==> src/rtl/incremental_pid_speed_controller_defines.svh <==
// ---------------------------------------------------------------------------
// Incremental PID speed controller assertion macros
// Shared property shorthands, all sampled on clk and quiet during reset.
// ---------------------------------------------------------------------------
`ifndef INCREMENTAL_PID_SPEED_CONTROLLER_DEFINES_SVH
`define INCREMENTAL_PID_SPEED_CONTROLLER_DEFINES_SVH

// The consequent must hold in the same cycle as the antecedent.
`define IPSC_ASSERT_SAME(lbl, ante, cons) \
    lbl: assert property (@(posedge clk) disable iff (!rst_n) (ante) |-> (cons)) \
        else $error("ipsc assertion failed");

// The consequent must hold in the cycle after the antecedent.
`define IPSC_ASSERT_NEXT(lbl, ante, cons) \
    lbl: assert property (@(posedge clk) disable iff (!rst_n) (ante) |=> (cons)) \
        else $error("ipsc assertion failed");

`endif

==> src/rtl/ipsc_pkg.sv <==
// ---------------------------------------------------------------------------
// ipsc_pkg
// Widths, register indexes and reset values of the PID speed controller.
// ---------------------------------------------------------------------------
package ipsc_pkg;

    localparam int MEAS_W    = 16;
    localparam int ERR_W     = 17;
    localparam int SUM_W     = 21;
    localparam int GAIN_W    = 20;
    localparam int DUTY_W    = 16;
    localparam int FRAC_W    = 16;
    localparam int ACC_W     = 32;
    localparam int CFG_IDX_W = 3;
    localparam int CFG_W     = 20;

    // First and second error differences.
    localparam int DIFF1_W = ERR_W + 1;
    localparam int DIFF2_W = ERR_W + 2;
    // Gains carry a zero sign bit into the signed multipliers.
    localparam int GAIN_S_W = GAIN_W + 1;
    localparam int PROD_P_W = DIFF1_W + GAIN_S_W;
    localparam int PROD_I_W = ERR_W + GAIN_S_W;
    localparam int PROD_D_W = DIFF2_W + GAIN_S_W;
    // Accumulator plus the three products, with headroom.
    localparam int WIDE_W  = PROD_D_W + 3;
    localparam int ISUM_W  = SUM_W + 1;

    typedef logic [CFG_IDX_W-1:0] cfg_idx_t;

    localparam cfg_idx_t REG_TARGET_SPEED      = 3'd0;
    localparam cfg_idx_t REG_GAIN_PROPORTIONAL = 3'd1;
    localparam cfg_idx_t REG_GAIN_INTEGRAL     = 3'd2;
    localparam cfg_idx_t REG_GAIN_DERIVATIVE   = 3'd3;
    localparam cfg_idx_t REG_INTEGRAL_BOUND    = 3'd4;
    localparam cfg_idx_t REG_DUTY_UPPER        = 3'd5;
    localparam cfg_idx_t REG_DUTY_LOWER        = 3'd6;

    localparam logic signed [MEAS_W-1:0] RST_TARGET_SPEED = 16'sd0;
    localparam logic [GAIN_W-1:0]        RST_GAIN_P       = 20'd1311;
    localparam logic [GAIN_W-1:0]        RST_GAIN_I       = 20'd3277;
    localparam logic [GAIN_W-1:0]        RST_GAIN_D       = 20'd6554;
    localparam logic [GAIN_W-1:0]        RST_INT_BOUND    = 20'd4000;
    localparam logic signed [DUTY_W-1:0] RST_DUTY_UPPER   = 16'sd10000;
    localparam logic signed [DUTY_W-1:0] RST_DUTY_LOWER   = -16'sd10000;

endpackage

==> src/rtl/incremental_pid_speed_controller.sv <==
// ---------------------------------------------------------------------------
// incremental_pid_speed_controller
// Incremental PID on a measured speed, Q16.16 duty accumulator, integer duty.
// ---------------------------------------------------------------------------
// Each measurement word is taken into an input register and produces one
// result word in the result register; a new measurement is accepted every
// cycle as long as the result register is free or being taken. The duty
// accumulator, the two previous errors and the error integral are updated
// together, with three multiplies of a 21-bit signed gain by an error term
// of 17 to 19 bits, their sum and the clamps. Configuration writes take effect
// at once and must be made while no word is in flight.
`include "incremental_pid_speed_controller_defines.svh"

module incremental_pid_speed_controller
(
    input  logic                                  clk,
    input  logic                                  rst_n,
    input  logic                                  cfg_write,
    input  logic [ipsc_pkg::CFG_IDX_W-1:0]        cfg_index,
    input  logic [ipsc_pkg::CFG_W-1:0]            cfg_data,
    input  logic                                  in_valid,
    output logic                                  in_stall,
    input  logic signed [ipsc_pkg::MEAS_W-1:0]    measurement,
    output logic                                  out_valid,
    input  logic                                  out_stall,
    output logic signed [ipsc_pkg::DUTY_W-1:0]    duty,
    output logic signed [ipsc_pkg::ERR_W-1:0]     error_now,
    output logic signed [ipsc_pkg::SUM_W-1:0]     error_sum
);

    // Configuration registers.
    logic signed [ipsc_pkg::MEAS_W-1:0] target_reg;
    logic [ipsc_pkg::GAIN_W-1:0]        kp_reg;
    logic [ipsc_pkg::GAIN_W-1:0]        ki_reg;
    logic [ipsc_pkg::GAIN_W-1:0]        kd_reg;
    logic [ipsc_pkg::GAIN_W-1:0]        bound_reg;
    logic signed [ipsc_pkg::DUTY_W-1:0] upper_reg;
    logic signed [ipsc_pkg::DUTY_W-1:0] lower_reg;

    // Controller state.
    logic signed [ipsc_pkg::ACC_W-1:0]  acc_reg;
    logic signed [ipsc_pkg::ACC_W-1:0]  acc_next;
    logic signed [ipsc_pkg::ERR_W-1:0]  err_prev_reg;
    logic signed [ipsc_pkg::ERR_W-1:0]  err_prev2_reg;
    logic signed [ipsc_pkg::SUM_W-1:0]  integral_reg;
    logic signed [ipsc_pkg::SUM_W-1:0]  integral_next;

    // Input and result registers.
    logic                               in_full_reg;
    logic signed [ipsc_pkg::MEAS_W-1:0] meas_reg;
    logic                               out_valid_reg;
    logic signed [ipsc_pkg::DUTY_W-1:0] duty_reg;
    logic signed [ipsc_pkg::DUTY_W-1:0] duty_next;
    logic signed [ipsc_pkg::ERR_W-1:0]  err_out_reg;
    logic signed [ipsc_pkg::SUM_W-1:0]  sum_out_reg;

    logic in_accept;
    logic advance;

    logic signed [ipsc_pkg::ERR_W-1:0]    err;
    logic signed [ipsc_pkg::DIFF1_W-1:0]  diff1;
    logic signed [ipsc_pkg::DIFF2_W-1:0]  diff2;
    logic signed [ipsc_pkg::GAIN_S_W-1:0] kp_s;
    logic signed [ipsc_pkg::GAIN_S_W-1:0] ki_s;
    logic signed [ipsc_pkg::GAIN_S_W-1:0] kd_s;
    logic signed [ipsc_pkg::PROD_P_W-1:0] prod_p;
    logic signed [ipsc_pkg::PROD_I_W-1:0] prod_i;
    logic signed [ipsc_pkg::PROD_D_W-1:0] prod_d;
    logic signed [ipsc_pkg::WIDE_W-1:0]   acc_sum;
    logic signed [ipsc_pkg::WIDE_W-1:0]   hi_wide;
    logic signed [ipsc_pkg::WIDE_W-1:0]   lo_wide;
    logic signed [ipsc_pkg::ACC_W-1:0]    hi_q;
    logic signed [ipsc_pkg::ACC_W-1:0]    lo_q;
    logic                                 frozen;
    logic signed [ipsc_pkg::ISUM_W-1:0]   isum;
    logic signed [ipsc_pkg::ISUM_W-1:0]   bound_pos;
    logic signed [ipsc_pkg::ISUM_W-1:0]   bound_neg;

    // ------------------------------------------------------------------
    // Handshake: the input register moves on whenever the result register
    // is empty or its word is taken in the same cycle.
    // ------------------------------------------------------------------
    assign advance   = in_full_reg && (!out_valid_reg || !out_stall);
    assign in_stall  = in_full_reg && !advance;
    assign in_accept = in_valid && !in_stall;

    assign out_valid = out_valid_reg;
    assign duty      = duty_reg;
    assign error_now = err_out_reg;
    assign error_sum = sum_out_reg;

    // ------------------------------------------------------------------
    // Datapath
    // ------------------------------------------------------------------
    assign hi_q = {upper_reg, {ipsc_pkg::FRAC_W{1'b0}}};
    assign lo_q = {lower_reg, {ipsc_pkg::FRAC_W{1'b0}}};

    assign kp_s = $signed({1'b0, kp_reg});
    assign ki_s = $signed({1'b0, ki_reg});
    assign kd_s = $signed({1'b0, kd_reg});

    always_comb
    begin
        err   = ipsc_pkg::ERR_W'(target_reg) - ipsc_pkg::ERR_W'(meas_reg);
        diff1 = ipsc_pkg::DIFF1_W'(err) - ipsc_pkg::DIFF1_W'(err_prev_reg);
        diff2 = ipsc_pkg::DIFF2_W'(err)
              - (ipsc_pkg::DIFF2_W'(err_prev_reg) <<< 1)
              + ipsc_pkg::DIFF2_W'(err_prev2_reg);

        prod_p = diff1 * kp_s;
        prod_i = err * ki_s;
        prod_d = diff2 * kd_s;

        acc_sum = ipsc_pkg::WIDE_W'(acc_reg)
                + ipsc_pkg::WIDE_W'(prod_p)
                + ipsc_pkg::WIDE_W'(prod_i)
                + ipsc_pkg::WIDE_W'(prod_d);

        hi_wide = ipsc_pkg::WIDE_W'(hi_q);
        lo_wide = ipsc_pkg::WIDE_W'(lo_q);

        // With crossed limits a sum below the lower one gives the lower, any other the upper.
        priority if (acc_sum < lo_wide)
            acc_next = lo_q;
        else if (acc_sum > hi_wide)
            acc_next = hi_q;
        else
            acc_next = ipsc_pkg::ACC_W'(acc_sum);

        // Truncate toward zero: a negative value with a fraction rounds up.
        duty_next = acc_next[ipsc_pkg::ACC_W-1 -: ipsc_pkg::DUTY_W]
                  + ipsc_pkg::DUTY_W'(acc_next[ipsc_pkg::ACC_W-1]
                                      && (|acc_next[ipsc_pkg::FRAC_W-1:0]));

        // The freeze test looks at the accumulator before this update.
        frozen = ((acc_reg >= hi_q) && (err > 0)) || ((acc_reg <= lo_q) && (err < 0));

        isum      = ipsc_pkg::ISUM_W'(integral_reg) + ipsc_pkg::ISUM_W'(err);
        bound_pos = $signed({2'b00, bound_reg});
        bound_neg = -bound_pos;

        priority if (frozen)
            integral_next = integral_reg;
        else if (isum < bound_neg)
            integral_next = ipsc_pkg::SUM_W'(bound_neg);
        else if (isum > bound_pos)
            integral_next = ipsc_pkg::SUM_W'(bound_pos);
        else
            integral_next = ipsc_pkg::SUM_W'(isum);
    end

    // ------------------------------------------------------------------
    // Configuration registers
    // ------------------------------------------------------------------
    always_ff @(posedge clk or negedge rst_n)
    begin
        if (!rst_n)
        begin
            target_reg <= ipsc_pkg::RST_TARGET_SPEED;
            kp_reg     <= ipsc_pkg::RST_GAIN_P;
            ki_reg     <= ipsc_pkg::RST_GAIN_I;
            kd_reg     <= ipsc_pkg::RST_GAIN_D;
            bound_reg  <= ipsc_pkg::RST_INT_BOUND;
            upper_reg  <= ipsc_pkg::RST_DUTY_UPPER;
            lower_reg  <= ipsc_pkg::RST_DUTY_LOWER;
        end
        else if (cfg_write)
        begin
            unique case (cfg_index)
                ipsc_pkg::REG_TARGET_SPEED:
                    target_reg <= $signed(cfg_data[ipsc_pkg::MEAS_W-1:0]);
                ipsc_pkg::REG_GAIN_PROPORTIONAL:
                    kp_reg <= cfg_data[ipsc_pkg::GAIN_W-1:0];
                ipsc_pkg::REG_GAIN_INTEGRAL:
                    ki_reg <= cfg_data[ipsc_pkg::GAIN_W-1:0];
                ipsc_pkg::REG_GAIN_DERIVATIVE:
                    kd_reg <= cfg_data[ipsc_pkg::GAIN_W-1:0];
                ipsc_pkg::REG_INTEGRAL_BOUND:
                    bound_reg <= cfg_data[ipsc_pkg::GAIN_W-1:0];
                ipsc_pkg::REG_DUTY_UPPER:
                    upper_reg <= $signed(cfg_data[ipsc_pkg::DUTY_W-1:0]);
                ipsc_pkg::REG_DUTY_LOWER:
                    lower_reg <= $signed(cfg_data[ipsc_pkg::DUTY_W-1:0]);
                default:
                begin
                end
            endcase
        end
    end

    // ------------------------------------------------------------------
    // Control and state
    // ------------------------------------------------------------------
    always_ff @(posedge clk or negedge rst_n)
    begin
        if (!rst_n)
        begin
            in_full_reg   <= 1'b0;
            out_valid_reg <= 1'b0;
            acc_reg       <= '0;
            err_prev_reg  <= '0;
            err_prev2_reg <= '0;
            integral_reg  <= '0;
        end
        else
        begin
            in_full_reg   <= in_accept || (in_full_reg && !advance);
            out_valid_reg <= advance || (out_valid_reg && out_stall);
            if (advance)
            begin
                acc_reg       <= acc_next;
                err_prev_reg  <= err;
                err_prev2_reg <= err_prev_reg;
                integral_reg  <= integral_next;
            end
        end
    end

    // Payload registers.
    always_ff @(posedge clk)
    begin
        if (in_accept)
        begin
            meas_reg <= measurement;
        end
        if (advance)
        begin
            duty_reg    <= duty_next;
            err_out_reg <= err;
            sum_out_reg <= integral_next;
        end
    end

    // ------------------------------------------------------------------
    // Assertions
    // ------------------------------------------------------------------
    `IPSC_ASSERT_NEXT(a_duty_in_limits, advance && (lower_reg <= upper_reg),
        (duty_reg <= $past(upper_reg)) && (duty_reg >= $past(lower_reg)))
    `IPSC_ASSERT_NEXT(a_integral_frozen, advance && frozen, $stable(integral_reg))
    `IPSC_ASSERT_NEXT(a_integral_bounded, advance && !frozen,
        (ipsc_pkg::ISUM_W'(integral_reg) <= $past(bound_pos))
        && (ipsc_pkg::ISUM_W'(integral_reg) >= $past(bound_neg)))
    `IPSC_ASSERT_NEXT(a_error_history, advance,
        (err_prev2_reg == $past(err_prev_reg)) && (err_prev_reg == err_out_reg))
    `IPSC_ASSERT_SAME(a_stall_only_when_full, in_stall, in_full_reg && out_valid_reg)

endmodule
==> config.mk <==
export PLATFORM = sky130hd
export DESIGN_NAME = incremental_pid_speed_controller
export DESIGN_NICKNAME = d
export VERILOG_FILES = /design/src/rtl/ipsc_pkg.sv /design/src/rtl/incremental_pid_speed_controller.sv
export VERILOG_INCLUDE_DIRS = /design/src /design/src/rtl
export SDC_FILE = /design/constraint.sdc
export NUM_CORES = 2
export LEC_CHECK = 0
export BUFFER_PORTS_ARGS = -buffer_cell sky130_fd_sc_hd__clkbuf_2
export CORE_ASPECT_RATIO = 0.5
export CORE_MARGIN = 10
export CORE_UTILIZATION = 60
export CTS_CLUSTER_DIAMETER = 80
export DETAILED_ROUTE_END_ITERATION = 10
export PLACE_DENSITY_LB_ADDON = 0.05
export SETUP_SLACK_MARGIN = 0.02
export SYNTH_ARGS = -nofsm -noshare
export SYNTH_HDL_FRONTEND = slang
export SYNTH_SLANG_ARGS = --single-unit
==> constraint.sdc <==
create_clock -name clk -period 20.6 [get_ports clk]
set_input_delay 1.03 -clock clk [delete_from_list [all_inputs] [get_ports clk]]
set_output_delay 1.03 -clock clk [all_outputs]
set_load 0.01 [all_outputs]
# Yosys cells after proc, flatten, opt, wreduce, memory -nomap -nowiden
# Index checks and enable logic that the tools add are counted.
# Widths: inputs -> output; s select.
dict set report word_totals {
  out_inout_bits 56
  ff_bits 287
}
dict set report op_classes {
  multipliers 3
  order_cmp 8
  n_reduce_logical 24
  eq_ne 6
  addsub 10
  mux 5
}
# operator n
set op_table {}
lappend op_table {{$mux 32} 2}
lappend op_table {{$mux 21} 3}
lappend op_table {{$add 41x40->42} 1}
lappend op_table {{$gt 42x32->1} 1}
lappend op_table {{$lt 42x32->1} 1}
lappend op_table {{$add 40x38->41} 1}
lappend op_table {{$add 32x39->40} 1}
lappend op_table {{$mul 19x21->40} 1}
lappend op_table {{$mul 18x21->39} 1}
lappend op_table {{$mul 17x21->38} 1}
lappend op_table {{$ge 32x32->1} 1}
lappend op_table {{$le 32x32->1} 1}
lappend op_table {{$add 21x17->22} 1}
lappend op_table {{$gt 22x21->1} 1}
lappend op_table {{$lt 22x22->1} 1}
lappend op_table {{$neg 20->22} 1}
lappend op_table {{$add 19x17->19} 1}
lappend op_table {{$sub 17x18->19} 1}
lappend op_table {{$sub 17x17->18} 1}
lappend op_table {{$gt 17x1->1 const B} 1}
lappend op_table {{$lt 17x1->1 const B} 1}
lappend op_table {{$sub 16x16->17} 1}
lappend op_table {{$add 16x1->16} 1}
lappend op_table {{$reduce_or 16->1} 1}
lappend op_table {{8 further kinds} 29}

# Longest topological paths before layout
dict set report depth {
  ltp_word 12
  depth_mapped 69
}

# Worst setup path after synthesis
# Ideal clock, no wire load.
dict set report synth_path {
  kind {reg-to-reg}
  from {reg meas_reg[0] in the netlist's numbering}
  to {reg duty_reg (netlist bit duty[11]), data pin}
  period_less_slack_ns 15.548
  arrival_time_ns 15.284
  path_stages_with_launch 63
  path_slack_ns 5.052
  setup_ns 0.264
  required_ns 20.336
  path_cell_list {edfxtp_1 ha_1 fa_1 nor2b_1 o21ai_1 a21boi_2 o21a_1 nor2_1 xnor2_1 clkbuf_1 fa_1 ha_1 o21a_1 nor2_1 a211oi_1 a31oi_1 a2111oi_0 nor2_1 [27 not listed] ha_1 nand3_1 or3_1 nor4_1 o221ai_1 a31oi_1 o21a_1 buf_2 buf_2 clkbuf_1 nor2_1 a31oi_1 ha_1 inv_1 a211oi_1 nand4_1 nor3b_1 xnor2_1}
}
# element line_no
set synth_lines {}
lappend synth_lines {{from (decl)} incremental_pid_speed_controller.sv:50} ;# logic signed [ipsc_pkg::MEAS_W-1:0] meas_reg;
lappend synth_lines {{from (signal assigned)} incremental_pid_speed_controller.sv:224} ;# meas_reg <= measurement;
lappend synth_lines {{$sub 16x16->17 *} incremental_pid_speed_controller.sv:104} ;# err = ipsc_pkg::ERR_W'(target_reg) - ipsc_pkg::ERR_W'(meas_reg);
lappend synth_lines {{via err, one bit} incremental_pid_speed_controller.sv:60} ;# logic signed [ipsc_pkg::ERR_W-1:0] err;
lappend synth_lines {{$sub 17x17->18} incremental_pid_speed_controller.sv:105} ;# diff1 = ipsc_pkg::DIFF1_W'(err) - ipsc_pkg::DIFF1_W'(err_prev_reg);
lappend synth_lines {{$mul 18x21->39} incremental_pid_speed_controller.sv:110} ;# prod_p = diff1 * kp_s;
lappend synth_lines {{$add 32x39->40} incremental_pid_speed_controller.sv:115} ;# + ipsc_pkg::WIDE_W'(prod_p)
lappend synth_lines {{$add 40x38->41} incremental_pid_speed_controller.sv:116} ;# + ipsc_pkg::WIDE_W'(prod_i)
lappend synth_lines {{$add 41x40->42 *} incremental_pid_speed_controller.sv:117} ;# + ipsc_pkg::WIDE_W'(prod_d);
lappend synth_lines {{$gt 42x32->1} incremental_pid_speed_controller.sv:125} ;# else if (acc_sum > hi_wide)
lappend synth_lines {{$mux 32} incremental_pid_speed_controller.sv:125}
lappend synth_lines {{$mux 32 *} incremental_pid_speed_controller.sv:123} ;# priority if (acc_sum < lo_wide)
lappend synth_lines {{via acc_next, one bit} incremental_pid_speed_controller.sv:42} ;# logic signed [ipsc_pkg::ACC_W-1:0] acc_next;
lappend synth_lines {{$add 16x1->16 *} incremental_pid_speed_controller.sv:132} ;# + ipsc_pkg::DUTY_W'(acc_next[ipsc_pkg::ACC_W-1]
lappend synth_lines {{via duty_next, one bit} incremental_pid_speed_controller.sv:53} ;# logic signed [ipsc_pkg::DUTY_W-1:0] duty_next;
lappend synth_lines {{to (signal assigned)} incremental_pid_speed_controller.sv:228} ;# duty_reg <= duty_next;
lappend synth_lines {{to (decl)} incremental_pid_speed_controller.sv:52} ;# logic signed [ipsc_pkg::DUTY_W-1:0] duty_reg;
# The timed path passes the listed nets; every way through them passes the cells marked *.
# A chain may end at the register's enable or synchronous reset.

# Worst setup path in the final report
dict set report layout_path {
  from {reg meas_reg[0] in the netlist's numbering}
  to {reg duty_reg (netlist bit duty[11]), data pin}
}
# element line_no
set layout_lines {}
lappend layout_lines {{$sub 16x16->17 *} incremental_pid_speed_controller.sv:104}
lappend layout_lines {{$sub 17x17->18} incremental_pid_speed_controller.sv:105}
lappend layout_lines {{$mul 18x21->39} incremental_pid_speed_controller.sv:110}
lappend layout_lines {{$add 32x39->40} incremental_pid_speed_controller.sv:115}
lappend layout_lines {{$add 40x38->41} incremental_pid_speed_controller.sv:116}
lappend layout_lines {{$add 41x40->42 *} incremental_pid_speed_controller.sv:117}
lappend layout_lines {{$gt 42x32->1} incremental_pid_speed_controller.sv:125}
lappend layout_lines {{$mux 32} incremental_pid_speed_controller.sv:125}
lappend layout_lines {{$mux 32 *} incremental_pid_speed_controller.sv:123}
lappend layout_lines {{via acc_next, one bit} incremental_pid_speed_controller.sv:42}
lappend layout_lines {{$add 16x1->16 *} incremental_pid_speed_controller.sv:132}
lappend layout_lines {{via duty_next, one bit} incremental_pid_speed_controller.sv:53}
# Marks and branches as above.

==> metrics.yaml <==
grt_max_degree: 144
maxSlewHeadroom: 0.0906
grt_pass1_wl_um: 266000
gr-total-overflow: 0
syn-num-nets: 7666
synthCells: 6017
outcome: "finished, final reports clean"
critPathKind: "reg2reg"
viasPerCell: 5.79
numPortBuffers: 99
fp.dieW_um: 453
dieArea_sq_mm: 0.107
start_util: 0.604
max_freq_mhz: 53.5
rows: 79
max_cap_viol_count: 0
wl_um: 171000
worst_pin_slew_ns: 1.36
cts_setup_buffers: 0
grt_pass1_vias: 45248
crit_family: "adder cells"
cp_slowest_cell: "a2111oi_1"
cts_tree: "built"
first_pass_iters: 5
synth_area_per_cell_sq_um: 9.33
worstPathArrival_ns: 19.02
ctsHoldBuffers: 0
worst_clock_skew_ns: 0.0293
cp_num_cells: 63
timing.final.crit_share: 0.907
cts-root-buf: "clkbuf_16"
drive_above_1_share: 0.0901
r2r_cells: 63
cts_sinks: 287
routed-via-count: 42026
cp.required_ns: 20.95
yosysTopAreaCell: "fa_1"
io_pins: 100
synthMostInstantiatedCell: "inv_1"
syn2layout_area_growth_pct: 5.74
rsz0062_at_grt: "false"
cts_resized: 0
drc: 0
largest_reg_flops: 32
start_kind: "register"
wire_per_inst_um: 23.6
nNetsFinal: 7628
synth_top_area_share: 0.382
finalSetupViolCount: 0
ant_nets: 0
synthDistinctLibCells: 86
crit_buf_inv: 10
hold_viol_final: 0
cp_common_cell: "fa_1"
insertion_delay_ns: 0.61
drv_slew: 0
min_period_ns: 18.67
hold_path_class: "in2async"
coreArea_sq_mm: 0.0929
grtUsageTotal: 0.326
layout.cells.non_filler: 7261
critPathMaxStageDelay_ns: 1.07
dpl.hpwl_um: 140000
gp_congestion: 0.948
dp_cells: 7198
first_iter_violations: 3254
crit_fanout: 29
async_flop_share: 0.756
netlist_area_sq_mm: 0.0561
synth-seq-cells: 287
synth_commonest_cells: "1,377 x inv_1, 1,071 x fa_1, 858 x nand2_1"
die_h_um: 236
synth-edff-count: 70
clk_pin_slew_ns: 0.08
setup-tns-final_ns: 0
antenna_found_initial: 11
synth_warnings: 0
cts_buffers: 34
ys.flop_type: "dfrtp_1"
nFillCells: 7814
ys_top_cells_by_area: "fa_1 38%, ha_1 12%, inv_1 9.2%"
clock_path_buffers: 3
cts_max_level: 2
worstSetupEndpointType: "register"
ys_seq_area_frac: 0.135
## path summary, 6_finish.rpt
| path | start | to | slack, ns |
|---|---|---|---|
| min in group clk | err_prev2_reg[0] | err_prev2_reg[0] | 0.49 |
| worst min register to register | err_prev2_reg[0] | err_prev2_reg[0] | 0.49 |
| max in group asynchronous | rst_n | kd_reg[0] | 18.77 |
| worst max register to register | meas_reg[0] | duty[11] | 1.93 |
| worst max-delay path | meas_reg[0] | duty[11] | 1.93 |
| worst min-delay path | rst_n | upper_reg[3] | 0.40 |
## metrics by stage
stage	worst slack [ns]	utilization	instance area, sq um	hold slack, ns
2_1_floorplan	5.05	-	56100	0.450
3_3_place_gp	2.45	0.626	58100	0.464
3_5_place_dp	2.39	0.626	58100	0.467
4_1_cts	2.32	0.639	59400	0.446
5_1_grt	0.926	0.639	59400	0.472
6_report	1.93	0.639	59400	0.400
## placed cells by master, fill, tap and decap left out, types with 8 or more instances in the layout
master     count
a21o_1        55
a211oi_1      16
o31ai_1       15
clkbuf_16     34
and2_1       295
or3_1         19
nor2_1       133
a21oi_1      110
nand4_1       38
dfstp_2       40
a31oi_1       12
a211o_1        8
edfxtp_1      70
nand2b_1      65
o311ai_0      15
mux2_2       142
o21a_1        33
mux2_1        10
buf_4        103
o21bai_1       8
nand3_1       50
nand2_1      857
mux2i_1        8
o211ai_1      15
nor4_1        14
or2_2         35
ha_1         534
xor2_1        24
o21ai_0      152
nor2b_1       65
nor3_1        38
fa_1        1071
inv_1       1376
and3_1         8
clkbuf_2      98
dfrtp_1      177
xnor2_2       15
xnor2_1       78
## cells by family after synthesis
| group | share of synthesized area |
|---|---|
| buffers and inverters | 0.111 |
| flip-flops | 0.135 |
| AO/OA/AOI/OAI | 0.0610 |
| multiplexers | 0.0319 |
| adder cells (fa/ha/maj) | 0.501 |
| AND/OR/NAND/NOR | 0.141 |
| XOR/XNOR | 0.0186 |
## metal layers
metal,share of wire,vias to the layer above,track usage
met1,0.41,21647,0.435
met5,0.00025,-,0
met3,0.094,364,0.0760
met2,0.46,1762,0.518
met4,0.043,6,0.118
li1,-,18247,-
## final cells by class
class / instances / area, sq um / area share
Clock buffer: 37 / 882 / 0.0149
Antenna cell: 1 / 2.50 / 0.0000421
Multi-Input combinational cell: 4076 / 42500 / 0.716
Sequential cell: 287 / 7580 / 0.128
Timing Repair Buffer: 203 / 1300 / 0.0219
Tap cell: 1255 / 1570 / 0.0264
Clock inverter: 25 / 340 / 0.00573
Inverter: 1377 / 5170 / 0.0871
Power is not shown: default switching activity piles up to over one toggle a cycle in this logic, so the estimate is an artifact.
